[src/design/tphd_pkg.sv]
// Shared types and constants for the touch press button hit detector.
// No dependencies; imported by the cell, the top level and the testbench.
`default_nettype none

package tphd_pkg;

    // Default sizes handed to the top level parameters.
    localparam int TABLE_DEPTH_DEF = 16;
    localparam int RAW_BITS_DEF    = 12;

    // Calibration of the raw sensor range.
    localparam int RAW_MIN_X = 150;
    localparam int RAW_MIN_Y = 130;
    localparam int RAW_MAX   = 3600;

    // Register reset values.
    localparam logic [9:0]  SCREEN_WIDTH_RST  = 10'd320;
    localparam logic [9:0]  SCREEN_HEIGHT_RST = 10'd240;
    localparam logic [4:0]  BUTTON_COUNT_RST  = 5'd0;
    localparam logic [7:0]  RELEASE_TICKS_RST = 8'd35;
    localparam logic [31:0] SAVER_TIMEOUT_RST = 32'd0;

    // One table write, broadcast along the row of cells.
    typedef struct packed {
        logic       en;
        logic [3:0] entry_index;
        logic [9:0] left;
        logic [9:0] top;
        logic [9:0] width;
        logic [9:0] height;
        logic       active;
    } tbl_wr_t;

    // Control bits of a search probe travelling through the cells.
    typedef struct packed {
        logic valid;
        logic found;
    } probe_ctl_t;

endpackage

`default_nettype wire

[src/design/tphd_scale.sv]
// Four-stage scaler of one raw touch axis to screen pixels, truncating toward zero.
// Uses a reciprocal multiply with one correction step; depends on nothing else.
`default_nettype none

module tphd_scale #(
    parameter int RAW_BITS = 12,
    parameter int LO       = 150,
    parameter int DIVISOR  = 3450,
    parameter int CW       = 14
) (
    input  wire logic                 clk,
    input  wire logic                 rst_n,
    input  wire logic                 start,
    input  wire logic [RAW_BITS-1:0]  raw,
    input  wire logic [9:0]           size,
    output logic                      done,
    output logic signed [CW-1:0]      coord
);

    localparam int MW = RAW_BITS + 10;
    localparam int DW = $clog2(DIVISOR + 1);
    localparam logic [31:0] RECIP = 32'((64'd1 << 32) / DIVISOR);

    logic signed [RAW_BITS:0] diff;
    logic [RAW_BITS-1:0]      absd;
    logic [MW+31:0]           recip_prod;
    logic [MW+DW-1:0]         back_prod;
    logic [MW-1:0]            rem;
    logic [MW-1:0]            q_fix;
    logic [CW-1:0]            q_cut;

    logic          v1_reg, v2_reg, v3_reg, v4_reg;
    logic          neg1_reg, neg2_reg, neg3_reg;
    logic [MW-1:0] m1_reg, m2_reg, m3_reg;
    logic [MW-1:0] q2_reg, q3_reg, qd3_reg;
    logic signed [CW-1:0] coord_reg;

    assign diff       = $signed({1'b0, raw}) - $signed((RAW_BITS + 1)'(LO));
    assign absd       = diff[RAW_BITS] ? RAW_BITS'(-diff) : diff[RAW_BITS-1:0];
    assign recip_prod = MW'(m1_reg) * (MW + 32)'(RECIP);
    assign back_prod  = (MW + DW)'(q2_reg) * (MW + DW)'(DIVISOR);
    assign rem        = m3_reg - qd3_reg;
    assign q_fix      = (rem >= MW'(DIVISOR)) ? q3_reg + MW'(1) : q3_reg;
    assign q_cut      = q_fix[CW-1:0];

    always_ff @(posedge clk or negedge rst_n)
    begin
        if (!rst_n)
        begin
            v1_reg <= 1'b0;
            v2_reg <= 1'b0;
            v3_reg <= 1'b0;
            v4_reg <= 1'b0;
        end
        else
        begin
            v1_reg <= start;
            v2_reg <= v1_reg;
            v3_reg <= v2_reg;
            v4_reg <= v3_reg;
        end
    end

    always_ff @(posedge clk)
    begin
        neg1_reg  <= diff[RAW_BITS];
        m1_reg    <= MW'(absd) * MW'(size);
        neg2_reg  <= neg1_reg;
        m2_reg    <= m1_reg;
        q2_reg    <= recip_prod[MW+31:32];
        neg3_reg  <= neg2_reg;
        m3_reg    <= m2_reg;
        q3_reg    <= q2_reg;
        qd3_reg   <= back_prod[MW-1:0];
        coord_reg <= neg3_reg ? -$signed(q_cut) : $signed(q_cut);
    end

    assign done  = v4_reg;
    assign coord = coord_reg;

endmodule

`default_nettype wire

[src/design/tphd_cell.sv]
// One cell of the button row: holds one table entry and tests a passing probe.
// Depends on tphd_pkg for the write request and probe control structs.
`default_nettype none

module tphd_cell #(
    parameter int CELL_ID = 0,
    parameter int CW      = 14,
    parameter int IW      = 4
) (
    input  wire logic                 clk,
    input  wire logic                 rst_n,
    input  tphd_pkg::tbl_wr_t         wr,
    input  wire logic [4:0]           count,
    input  tphd_pkg::probe_ctl_t      ctl_in,
    input  wire logic signed [CW-1:0] x_in,
    input  wire logic signed [CW-1:0] y_in,
    input  wire logic [IW-1:0]        idx_in,
    output tphd_pkg::probe_ctl_t      ctl_out,
    output logic signed [CW-1:0]      x_out,
    output logic signed [CW-1:0]      y_out,
    output logic [IW-1:0]             idx_out
);

    import tphd_pkg::*;

    logic [9:0] left_reg, top_reg, wid_reg, hgt_reg;
    logic       active_reg;

    logic       wr_here;
    logic       searched;
    logic       hit_here;
    logic signed [CW-1:0] left_s, right_s, top_s, bottom_s;

    probe_ctl_t           ctl_reg, ctl_next;
    logic signed [CW-1:0] x_reg, y_reg;
    logic [IW-1:0]        idx_reg, idx_next;

    assign wr_here  = wr.en && (CELL_ID < 16) && (wr.entry_index == 4'(CELL_ID));
    assign searched = (CELL_ID < 32) && (5'(CELL_ID) < count);

    assign left_s   = $signed(CW'(left_reg));
    assign right_s  = $signed(CW'({1'b0, left_reg} + {1'b0, wid_reg}));
    assign top_s    = $signed(CW'(top_reg));
    assign bottom_s = $signed(CW'({1'b0, top_reg} + {1'b0, hgt_reg}));

    assign hit_here = ctl_in.valid && !ctl_in.found && searched && active_reg
                      && (x_in > left_s) && (x_in < right_s)
                      && (y_in > top_s) && (y_in < bottom_s);

    always_comb
    begin
        ctl_next.valid = ctl_in.valid;
        ctl_next.found = ctl_in.found || hit_here;
        idx_next       = hit_here ? IW'(CELL_ID) : idx_in;
    end

    // Table contents have no reset: they are defined once written.
    always_ff @(posedge clk)
    begin
        if (wr_here)
        begin
            left_reg   <= wr.left;
            top_reg    <= wr.top;
            wid_reg    <= wr.width;
            hgt_reg    <= wr.height;
            active_reg <= wr.active;
        end
        x_reg   <= x_in;
        y_reg   <= y_in;
        idx_reg <= idx_next;
    end

    always_ff @(posedge clk or negedge rst_n)
    begin
        if (!rst_n)
        begin
            ctl_reg <= '0;
        end
        else
        begin
            ctl_reg <= ctl_next;
        end
    end

    assign ctl_out = ctl_reg;
    assign x_out   = x_reg;
    assign y_out   = y_reg;
    assign idx_out = idx_reg;

endmodule

`default_nettype wire

[src/design/touch_press_button_hit_detector_top.sv]
// Top level of the touch press button hit detector: control, registers, output stage.
// A table write gives no result; a sample that does not start a press gives its result
// in the cycle after acceptance. A new press passes the four scaling stages, one
// register per cell, the result capture and the output register; no new request is
// taken until its result has been handed to the output register.
// Reset: control state and registers return to defaults; table contents stay undefined.
`default_nettype none

module touch_press_button_hit_detector_top #(
    parameter int TABLE_DEPTH = tphd_pkg::TABLE_DEPTH_DEF,
    parameter int RAW_BITS    = tphd_pkg::RAW_BITS_DEF
) (
    input  wire logic                clk,
    input  wire logic                rst_n,
    // Request channel.
    input  wire logic                in_valid,
    output logic                     in_stall,
    input  wire logic                cmd,
    input  wire logic [3:0]          entry_index,
    input  wire logic [9:0]          rect_left,
    input  wire logic [9:0]          rect_top,
    input  wire logic [9:0]          rect_width,
    input  wire logic [9:0]          rect_height,
    input  wire logic                entry_active,
    input  wire logic                touched,
    input  wire logic [RAW_BITS-1:0] raw_x,
    input  wire logic [RAW_BITS-1:0] raw_y,
    // Result channel.
    output logic                     out_valid,
    input  wire logic                out_stall,
    output logic                     press_start,
    output logic                     hit,
    output logic [3:0]               button_index,
    output logic                     saver_on,
    output logic                     woke,
    // Configuration write port.
    input  wire logic                cfg_we,
    input  wire logic [2:0]          cfg_index,
    input  wire logic [31:0]         cfg_data
);

    import tphd_pkg::*;

    // Coordinates must hold the scaled point and the far edge of a rectangle.
    localparam int CW = (RAW_BITS + 1 > 12) ? RAW_BITS + 1 : 12;
    localparam int IW = (TABLE_DEPTH > 1) ? $clog2(TABLE_DEPTH) : 1;

    localparam logic CMD_WRITE  = 1'b0;
    localparam logic CMD_SAMPLE = 1'b1;

    localparam logic [2:0] REG_SCREEN_WIDTH  = 3'd0;
    localparam logic [2:0] REG_SCREEN_HEIGHT = 3'd1;
    localparam logic [2:0] REG_BUTTON_COUNT  = 3'd2;
    localparam logic [2:0] REG_RELEASE_TICKS = 3'd3;
    localparam logic [2:0] REG_SAVER_TIMEOUT = 3'd4;

    typedef enum logic [2:0] {
        ST_IDLE = 3'b001,
        ST_BUSY = 3'b010,
        ST_DONE = 3'b100
    } state_t;

    // Configuration registers.
    logic [9:0]  screen_width_reg, screen_height_reg;
    logic [4:0]  button_count_reg;
    logic [7:0]  release_ticks_reg;
    logic [31:0] saver_timeout_reg;

    always_ff @(posedge clk or negedge rst_n)
    begin
        if (!rst_n)
        begin
            screen_width_reg  <= SCREEN_WIDTH_RST;
            screen_height_reg <= SCREEN_HEIGHT_RST;
            button_count_reg  <= BUTTON_COUNT_RST;
            release_ticks_reg <= RELEASE_TICKS_RST;
            saver_timeout_reg <= SAVER_TIMEOUT_RST;
        end
        else if (cfg_we)
        begin
            case (cfg_index)
                REG_SCREEN_WIDTH:  screen_width_reg  <= cfg_data[9:0];
                REG_SCREEN_HEIGHT: screen_height_reg <= cfg_data[9:0];
                REG_BUTTON_COUNT:  button_count_reg  <= cfg_data[4:0];
                REG_RELEASE_TICKS: release_ticks_reg <= cfg_data[7:0];
                REG_SAVER_TIMEOUT: saver_timeout_reg <= cfg_data;
                default:           ;
            endcase
        end
    end

    // Press and screensaver state.
    state_t      state_reg, state_next;
    logic        press_held_reg, press_held_next;
    logic [7:0]  idle_ticks_reg, idle_ticks_next;
    logic [31:0] saver_ticks_reg, saver_ticks_next;
    logic        saver_flag_reg, saver_flag_next;

    // Search result captured at the end of the cell row.
    logic          res_found_reg, res_found_next;
    logic [IW-1:0] res_idx_reg, res_idx_next;

    // Output register.
    logic       out_valid_reg, out_valid_next;
    logic       press_start_reg, press_start_next;
    logic       hit_reg, hit_next;
    logic [3:0] button_index_reg, button_index_next;
    logic       saver_on_reg, saver_on_next;
    logic       woke_reg, woke_next;

    logic        out_free;
    logic        in_accept;
    logic        load_imm;
    logic        woke_imm;
    logic        scan_start;
    logic        load_done;
    logic [8:0]  gap;
    logic [31:0] tick_inc;
    logic [IW+3:0] idx_wide;

    // The output register is free when empty or being taken this cycle. A request is
    // taken only while no press search is running and the output can take a result.
    assign out_free  = !out_valid_reg || !out_stall;
    assign in_stall  = !((state_reg == ST_IDLE) && out_free);
    assign in_accept = in_valid && !in_stall;

    assign gap      = {1'b0, idle_ticks_reg} + 9'd1;
    assign tick_inc = (saver_ticks_reg != '1) ? saver_ticks_reg + 32'd1 : saver_ticks_reg;

    // Table write request, seen by every cell; the cell with the matching slot stores it.
    tbl_wr_t wr;

    always_comb
    begin
        wr.en          = in_accept && (cmd == CMD_WRITE);
        wr.entry_index = entry_index;
        wr.left        = rect_left;
        wr.top         = rect_top;
        wr.width       = rect_width;
        wr.height      = rect_height;
        wr.active      = entry_active;
    end

    // Sample handling. Everything except the button search is settled at acceptance.
    always_comb
    begin
        press_held_next  = press_held_reg;
        idle_ticks_next  = idle_ticks_reg;
        saver_ticks_next = saver_ticks_reg;
        saver_flag_next  = saver_flag_reg;
        load_imm         = 1'b0;
        woke_imm         = 1'b0;
        scan_start       = 1'b0;
        if (in_accept && (cmd == CMD_SAMPLE))
        begin
            if (touched)
            begin
                saver_ticks_next = '0;
                if (saver_flag_reg)
                begin
                    // This touch only wakes the block.
                    saver_flag_next = 1'b0;
                    woke_imm        = 1'b1;
                    load_imm        = 1'b1;
                end
                else
                begin
                    idle_ticks_next = '0;
                    if (press_held_reg)
                    begin
                        load_imm = 1'b1;
                    end
                    else
                    begin
                        press_held_next = 1'b1;
                        scan_start      = 1'b1;
                    end
                end
            end
            else
            begin
                load_imm = 1'b1;
                if (press_held_reg)
                begin
                    if (gap > {1'b0, release_ticks_reg})
                    begin
                        press_held_next = 1'b0;
                        idle_ticks_next = '0;
                    end
                    else
                    begin
                        idle_ticks_next = gap[7:0];
                    end
                end
                if (saver_timeout_reg != '0)
                begin
                    if (tick_inc >= saver_timeout_reg)
                    begin
                        saver_flag_next  = 1'b1;
                        saver_ticks_next = '0;
                    end
                    else
                    begin
                        saver_ticks_next = tick_inc;
                    end
                end
            end
        end
    end

    // Scaling of the new press point, one scaler per axis.
    logic                 x_done, y_done;
    logic signed [CW-1:0] x_coord, y_coord;

    tphd_scale #(
        .RAW_BITS (RAW_BITS),
        .LO       (RAW_MIN_X),
        .DIVISOR  (RAW_MAX - RAW_MIN_X),
        .CW       (CW)
    ) u_scale_x (
        .clk   (clk),
        .rst_n (rst_n),
        .start (scan_start),
        .raw   (raw_x),
        .size  (screen_width_reg),
        .done  (x_done),
        .coord (x_coord)
    );

    tphd_scale #(
        .RAW_BITS (RAW_BITS),
        .LO       (RAW_MIN_Y),
        .DIVISOR  (RAW_MAX - RAW_MIN_Y),
        .CW       (CW)
    ) u_scale_y (
        .clk   (clk),
        .rst_n (rst_n),
        .start (scan_start),
        .raw   (raw_y),
        .size  (screen_height_reg),
        .done  (y_done),
        .coord (y_coord)
    );

    // Row of cells. The probe enters cell 0 and moves one cell per cycle; the first
    // searched, active cell that contains the point marks it found and stamps its slot.
    probe_ctl_t           chain_ctl [TABLE_DEPTH+1];
    logic signed [CW-1:0] chain_x   [TABLE_DEPTH+1];
    logic signed [CW-1:0] chain_y   [TABLE_DEPTH+1];
    logic [IW-1:0]        chain_idx [TABLE_DEPTH+1];
    logic [TABLE_DEPTH:0] chain_valid;

    always_comb
    begin
        chain_ctl[0].valid = x_done && y_done;
        chain_ctl[0].found = 1'b0;
        chain_x[0]         = x_coord;
        chain_y[0]         = y_coord;
        chain_idx[0]       = '0;
    end

    for (genvar i = 0; i < TABLE_DEPTH; i++)
    begin : g_cell
        tphd_cell #(
            .CELL_ID (i),
            .CW      (CW),
            .IW      (IW)
        ) u_cell (
            .clk     (clk),
            .rst_n   (rst_n),
            .wr      (wr),
            .count   (button_count_reg),
            .ctl_in  (chain_ctl[i]),
            .x_in    (chain_x[i]),
            .y_in    (chain_y[i]),
            .idx_in  (chain_idx[i]),
            .ctl_out (chain_ctl[i+1]),
            .x_out   (chain_x[i+1]),
            .y_out   (chain_y[i+1]),
            .idx_out (chain_idx[i+1])
        );
    end

    for (genvar i = 0; i <= TABLE_DEPTH; i++)
    begin : g_valid
        assign chain_valid[i] = chain_ctl[i].valid;
    end

    // Sequencer: wait for the probe to leave the row, then hand the result over.
    always_comb
    begin
        state_next     = state_reg;
        res_found_next = res_found_reg;
        res_idx_next   = res_idx_reg;
        load_done      = 1'b0;
        case (state_reg)
            ST_IDLE:
            begin
                if (scan_start)
                begin
                    state_next = ST_BUSY;
                end
            end
            ST_BUSY:
            begin
                if (chain_ctl[TABLE_DEPTH].valid)
                begin
                    res_found_next = chain_ctl[TABLE_DEPTH].found;
                    res_idx_next   = chain_idx[TABLE_DEPTH];
                    state_next     = ST_DONE;
                end
            end
            ST_DONE:
            begin
                if (out_free)
                begin
                    load_done  = 1'b1;
                    state_next = ST_IDLE;
                end
            end
            default:
            begin
                state_next = ST_IDLE;
            end
        endcase
    end

    // The slot number is reported in four bits whatever the table depth.
    assign idx_wide = {4'b0, res_idx_reg};

    always_comb
    begin
        press_start_next  = press_start_reg;
        hit_next          = hit_reg;
        button_index_next = button_index_reg;
        saver_on_next     = saver_on_reg;
        woke_next         = woke_reg;
        if (load_imm)
        begin
            out_valid_next    = 1'b1;
            press_start_next  = 1'b0;
            hit_next          = 1'b0;
            button_index_next = '0;
            saver_on_next     = saver_flag_next;
            woke_next         = woke_imm;
        end
        else if (load_done)
        begin
            out_valid_next    = 1'b1;
            press_start_next  = 1'b1;
            hit_next          = res_found_reg;
            button_index_next = idx_wide[3:0];
            saver_on_next     = saver_flag_reg;
            woke_next         = 1'b0;
        end
        else
        begin
            out_valid_next = out_valid_reg && out_stall;
        end
    end

    always_ff @(posedge clk or negedge rst_n)
    begin
        if (!rst_n)
        begin
            state_reg       <= ST_IDLE;
            press_held_reg  <= 1'b0;
            idle_ticks_reg  <= '0;
            saver_ticks_reg <= '0;
            saver_flag_reg  <= 1'b0;
            out_valid_reg   <= 1'b0;
        end
        else
        begin
            state_reg       <= state_next;
            press_held_reg  <= press_held_next;
            idle_ticks_reg  <= idle_ticks_next;
            saver_ticks_reg <= saver_ticks_next;
            saver_flag_reg  <= saver_flag_next;
            out_valid_reg   <= out_valid_next;
        end
    end

    always_ff @(posedge clk)
    begin
        res_found_reg    <= res_found_next;
        res_idx_reg      <= res_idx_next;
        press_start_reg  <= press_start_next;
        hit_reg          <= hit_next;
        button_index_reg <= button_index_next;
        saver_on_reg     <= saver_on_next;
        woke_reg         <= woke_next;
    end

    assign out_valid    = out_valid_reg;
    assign press_start  = press_start_reg;
    assign hit          = hit_reg;
    assign button_index = button_index_reg;
    assign saver_on     = saver_on_reg;
    assign woke         = woke_reg;

    // Only one press search can be under way at any time.
    a_single_probe: assert property (@(posedge clk) disable iff (!rst_n)
        $countones(chain_valid) <= 1)
        else $error("more than one probe in the cell row");

    // A probe leaves the row only while the sequencer waits for it.
    a_exit_while_busy: assert property (@(posedge clk) disable iff (!rst_n)
        chain_ctl[TABLE_DEPTH].valid |-> state_reg == ST_BUSY)
        else $error("probe left the row outside a search");

    // Untouched samples are counted only during a held press.
    a_idle_needs_press: assert property (@(posedge clk) disable iff (!rst_n)
        idle_ticks_reg != '0 |-> press_held_reg)
        else $error("idle count without a held press");

    // A new press always starts a search and holds off further requests.
    a_press_starts_search: assert property (@(posedge clk) disable iff (!rst_n)
        scan_start |=> (state_reg == ST_BUSY) && press_held_reg)
        else $error("new press did not start a search");

endmodule

`default_nettype wire

[config.mk]
export PLATFORM = sky130hd
export DESIGN_NAME = touch_press_button_hit_detector_top
export DESIGN_NICKNAME = d
export VERILOG_FILES = /design/src/design/tphd_pkg.sv /design/src/design/tphd_scale.sv /design/src/design/tphd_cell.sv /design/src/design/touch_press_button_hit_detector_top.sv
export SDC_FILE = /design/constraint.sdc
export NUM_CORES = 2
export LEC_CHECK = 0
export ABC_CLOCK_PERIOD_IN_PS = 16370
export BUFFER_PORTS_ARGS = -buffer_cell sky130_fd_sc_hd__buf_4
export CAP_MARGIN = 40
export CORE_AREA = 2 2 422 424
export CTS_BUF_LIST = sky130_fd_sc_hd__clkbuf_8
export CTS_CLUSTER_DIAMETER = 80
export DETAILED_ROUTE_END_ITERATION = 12
export DIE_AREA = 0 0 424 426
export PLACE_DENSITY = 0.79
export SLEW_MARGIN = 20
export SYNTH_ARGS = -nofsm -noshare
export SYNTH_HDL_FRONTEND = slang
export SYNTH_HIERARCHICAL = 1
export SYNTH_SLANG_ARGS = --single-unit
[constraint.sdc]
create_clock -name clk -period 16.37 [get_ports clk]
set_input_delay 1.637 -clock clk [delete_from_list [all_inputs] [get_ports clk]]
set_output_delay 1.637 -clock clk [all_outputs]
set_load 0.005 [all_outputs]
==> results.sh <==
export IMPL_status="finished, final reports clean"
export IMPL_worstPathMaxFanout=7
export IMPL_final_min_period_over_clock_period=0.501
export IMPL_cts_resized=0
export IMPL_via_per_inst=5.83
export IMPL_drive_above_1_share=0.0818
export IMPL_rsz0062_at_grt="false"
export IMPL_path_clk_slew_ns=0.07
export IMPL_yosysWarnings=6
export IMPL_placed_area_um2=109000
export IMPL_gp_congestion=0.953
export IMPL_area_delta_synth_final_pct=9.51
export IMPL_fp_dieH_um=426
export IMPL_wire_per_inst_um=20.9
export IMPL_cts_setup_buffers=0
export IMPL_critPathRequiredTime_ns=17.21
export IMPL_die_area_um2=181000
export IMPL_clock_sinks=1517
export IMPL_syn_area_per_cell_um2=10.9
export IMPL_holdWs_ns=0.323
export IMPL_final_cell_area_um2=115000
export IMPL_grt_met2_usage=0.510
export IMPL_grt_pass1_wl_mm=411
export IMPL_cts_hold_buf=0
export IMPL_ant_nets=0
export IMPL_reg2reg_slack_ns=8.87
export IMPL_cp_slowest_cell="fa_1"
export IMPL_hold_viol_final=0
export IMPL_synth_cells=9601
export IMPL_grt_use_met1=0.355
export IMPL_drc=0
export IMPL_criticalPathCategory="in2reg"
export IMPL_dp_hpwl_mm=202
export IMPL_drt_first_pass_iters=6
export IMPL_cp_start_kind="primary input"
export IMPL_vias=72900
export IMPL_cp_slowest_stage_delay_ns=0.56
export IMPL_hold_path_class="reg2reg"
export IMPL_timing_worst_slew_pin_value_ns=0.890
export IMPL_portBuffers=120
export IMPL_clk_latency_ns=0.99
export IMPL_cts_made_buffers=241
export IMPL_grt_usage=0.291
export IMPL_grt_busiest_layer="met2"
export IMPL_gr_total_overflow=0
export IMPL_first_global_vias=76200
export IMPL_antenna_found_initial=8
export IMPL_die_x_um=424
export IMPL_maxSlewHeadroom=0.403
export IMPL_cts_root_buf="clkbuf_8"
export IMPL_ios=121
export IMPL_synth_area_um2=105000
export IMPL_grt_max_degree=86
export IMPL_cts_tree="done"
export IMPL_cp_startpoint="raw_y[3]"
export IMPL_cap_violations=0
export IMPL_core_area_um2=176000
export IMPL_gr_usage_met3=0.0394
export IMPL_htree_levels=4
export IMPL_cp_arrival_ns=9.05
export IMPL_n_fill_cell=13400
export IMPL_skew_ns=0.0701
export IMPL_nNetsFinal=12500
export IMPL_tns_ns=0
export IMPL_start_util=0.596
export IMPL_setup_worst_path_end_class="flip-flop"
export IMPL_hold_start="u_scale_x/m2_reg[16]"
export IMPL_clockBufferDepth=3
export IMPL_setup_viol=0
export IMPL_reg2reg_from="u_scale_x/m1_reg[7]"
export IMPL_drt_iter0_markers=4813
export IMPL_final_max_slew_violation_count=0
export IMPL_routed_wl_mm=262
export IMPL_fmax_mhz=122
export IMPL_finalCriticalPeriod_ns=8.21
export IMPL_rows=154
[per-stage QoR]
step,worst slack (ns),std cells,util
floorplan,8.30,9606,-
global placement,7.24,12000,0.619
detailed placement,7.11,12000,0.620
CTS,8.16,12500,0.652
global route,7.54,12500,0.653
finish,8.16,12500,0.653
[layout by cell type, fill, tap and decap left out, types with 28 or more instances in the layout]
master,count
fa_1,683
a31oi_1,73
a21oi_1,481
nand3_1,171
clkbuf_8,296
a211oi_1,81
mux2_2,36
bufinv_16,28
nor2b_1,76
nor3_1,131
xor2_1,214
and2_1,170
buf_4,156
clkinv_2,50
edfxtp_1,663
nand2b_1,72
nor4_1,71
or2_2,51
o21ai_1,38
o31a_1,34
nand2_1,480
ha_1,1705
inv_1,1555
and3_1,68
nand4_1,85
o211ai_1,29
o311ai_0,32
xnor2_1,220
o21a_1,60
dfxtp_1,703
dfrtp_1,141
o21bai_1,36
a21o_1,168
o21ai_0,256
nor2_1,376
[routing by layer]
| layer | routed length (um) | vias up | part of all wire |
|---|---|---|---|
| met3 | 13500 | 684 | 0.052 |
| met2 | 130000 | 2197 | 0.50 |
| met1 | 105000 | 35800 | 0.40 |
| met4 | 13000 | 2 | 0.049 |
| li1 | - | 34300 | - |
| met5 | 18 | - | 0.000069 |
[final cells by class]
type,count,area (um^2),area share
diodes,1,2.50,0.0000218
clock buffers,295,4060,0.0354
clock inverters,166,1580,0.0137
inverters,1505,5650,0.0492
multi-input cells,6511,61200,0.533
flip-flops and latches,1517,37800,0.329
well taps,2340,2930,0.0255
repair buffers,183,1560,0.0136
[critical path: cells and delay by family]
family | cells | cell delay, ns
AO/OA/AOI/OAI | 7 | 1.83
XOR/XNOR | 2 | 0.52
adder cells (fa/ha/maj) | 6 | 2.90
buffers and inverters | 7 | 0.61
AND/OR/NAND/NOR | 8 | 1.53
[final timing paths]
path / depth (start not counted) / to
worst max-delay path: 30 / u_scale_y/m1_reg[21]
worst min-delay path: 0 / u_scale_x/m3_reg[16]
worst max register to register: 25 / u_scale_x/q2_reg[4]
worst min register to register: 0 / u_scale_x/m3_reg[16]
max in group asynchronous: 4 / screen_width_reg[6]
min in group asynchronous: 1 / g_cell[12].u_cell/ctl_out[1]
Power is not shown: default switching activity piles up to over one toggle a cycle in this logic, so the estimate is an artifact.
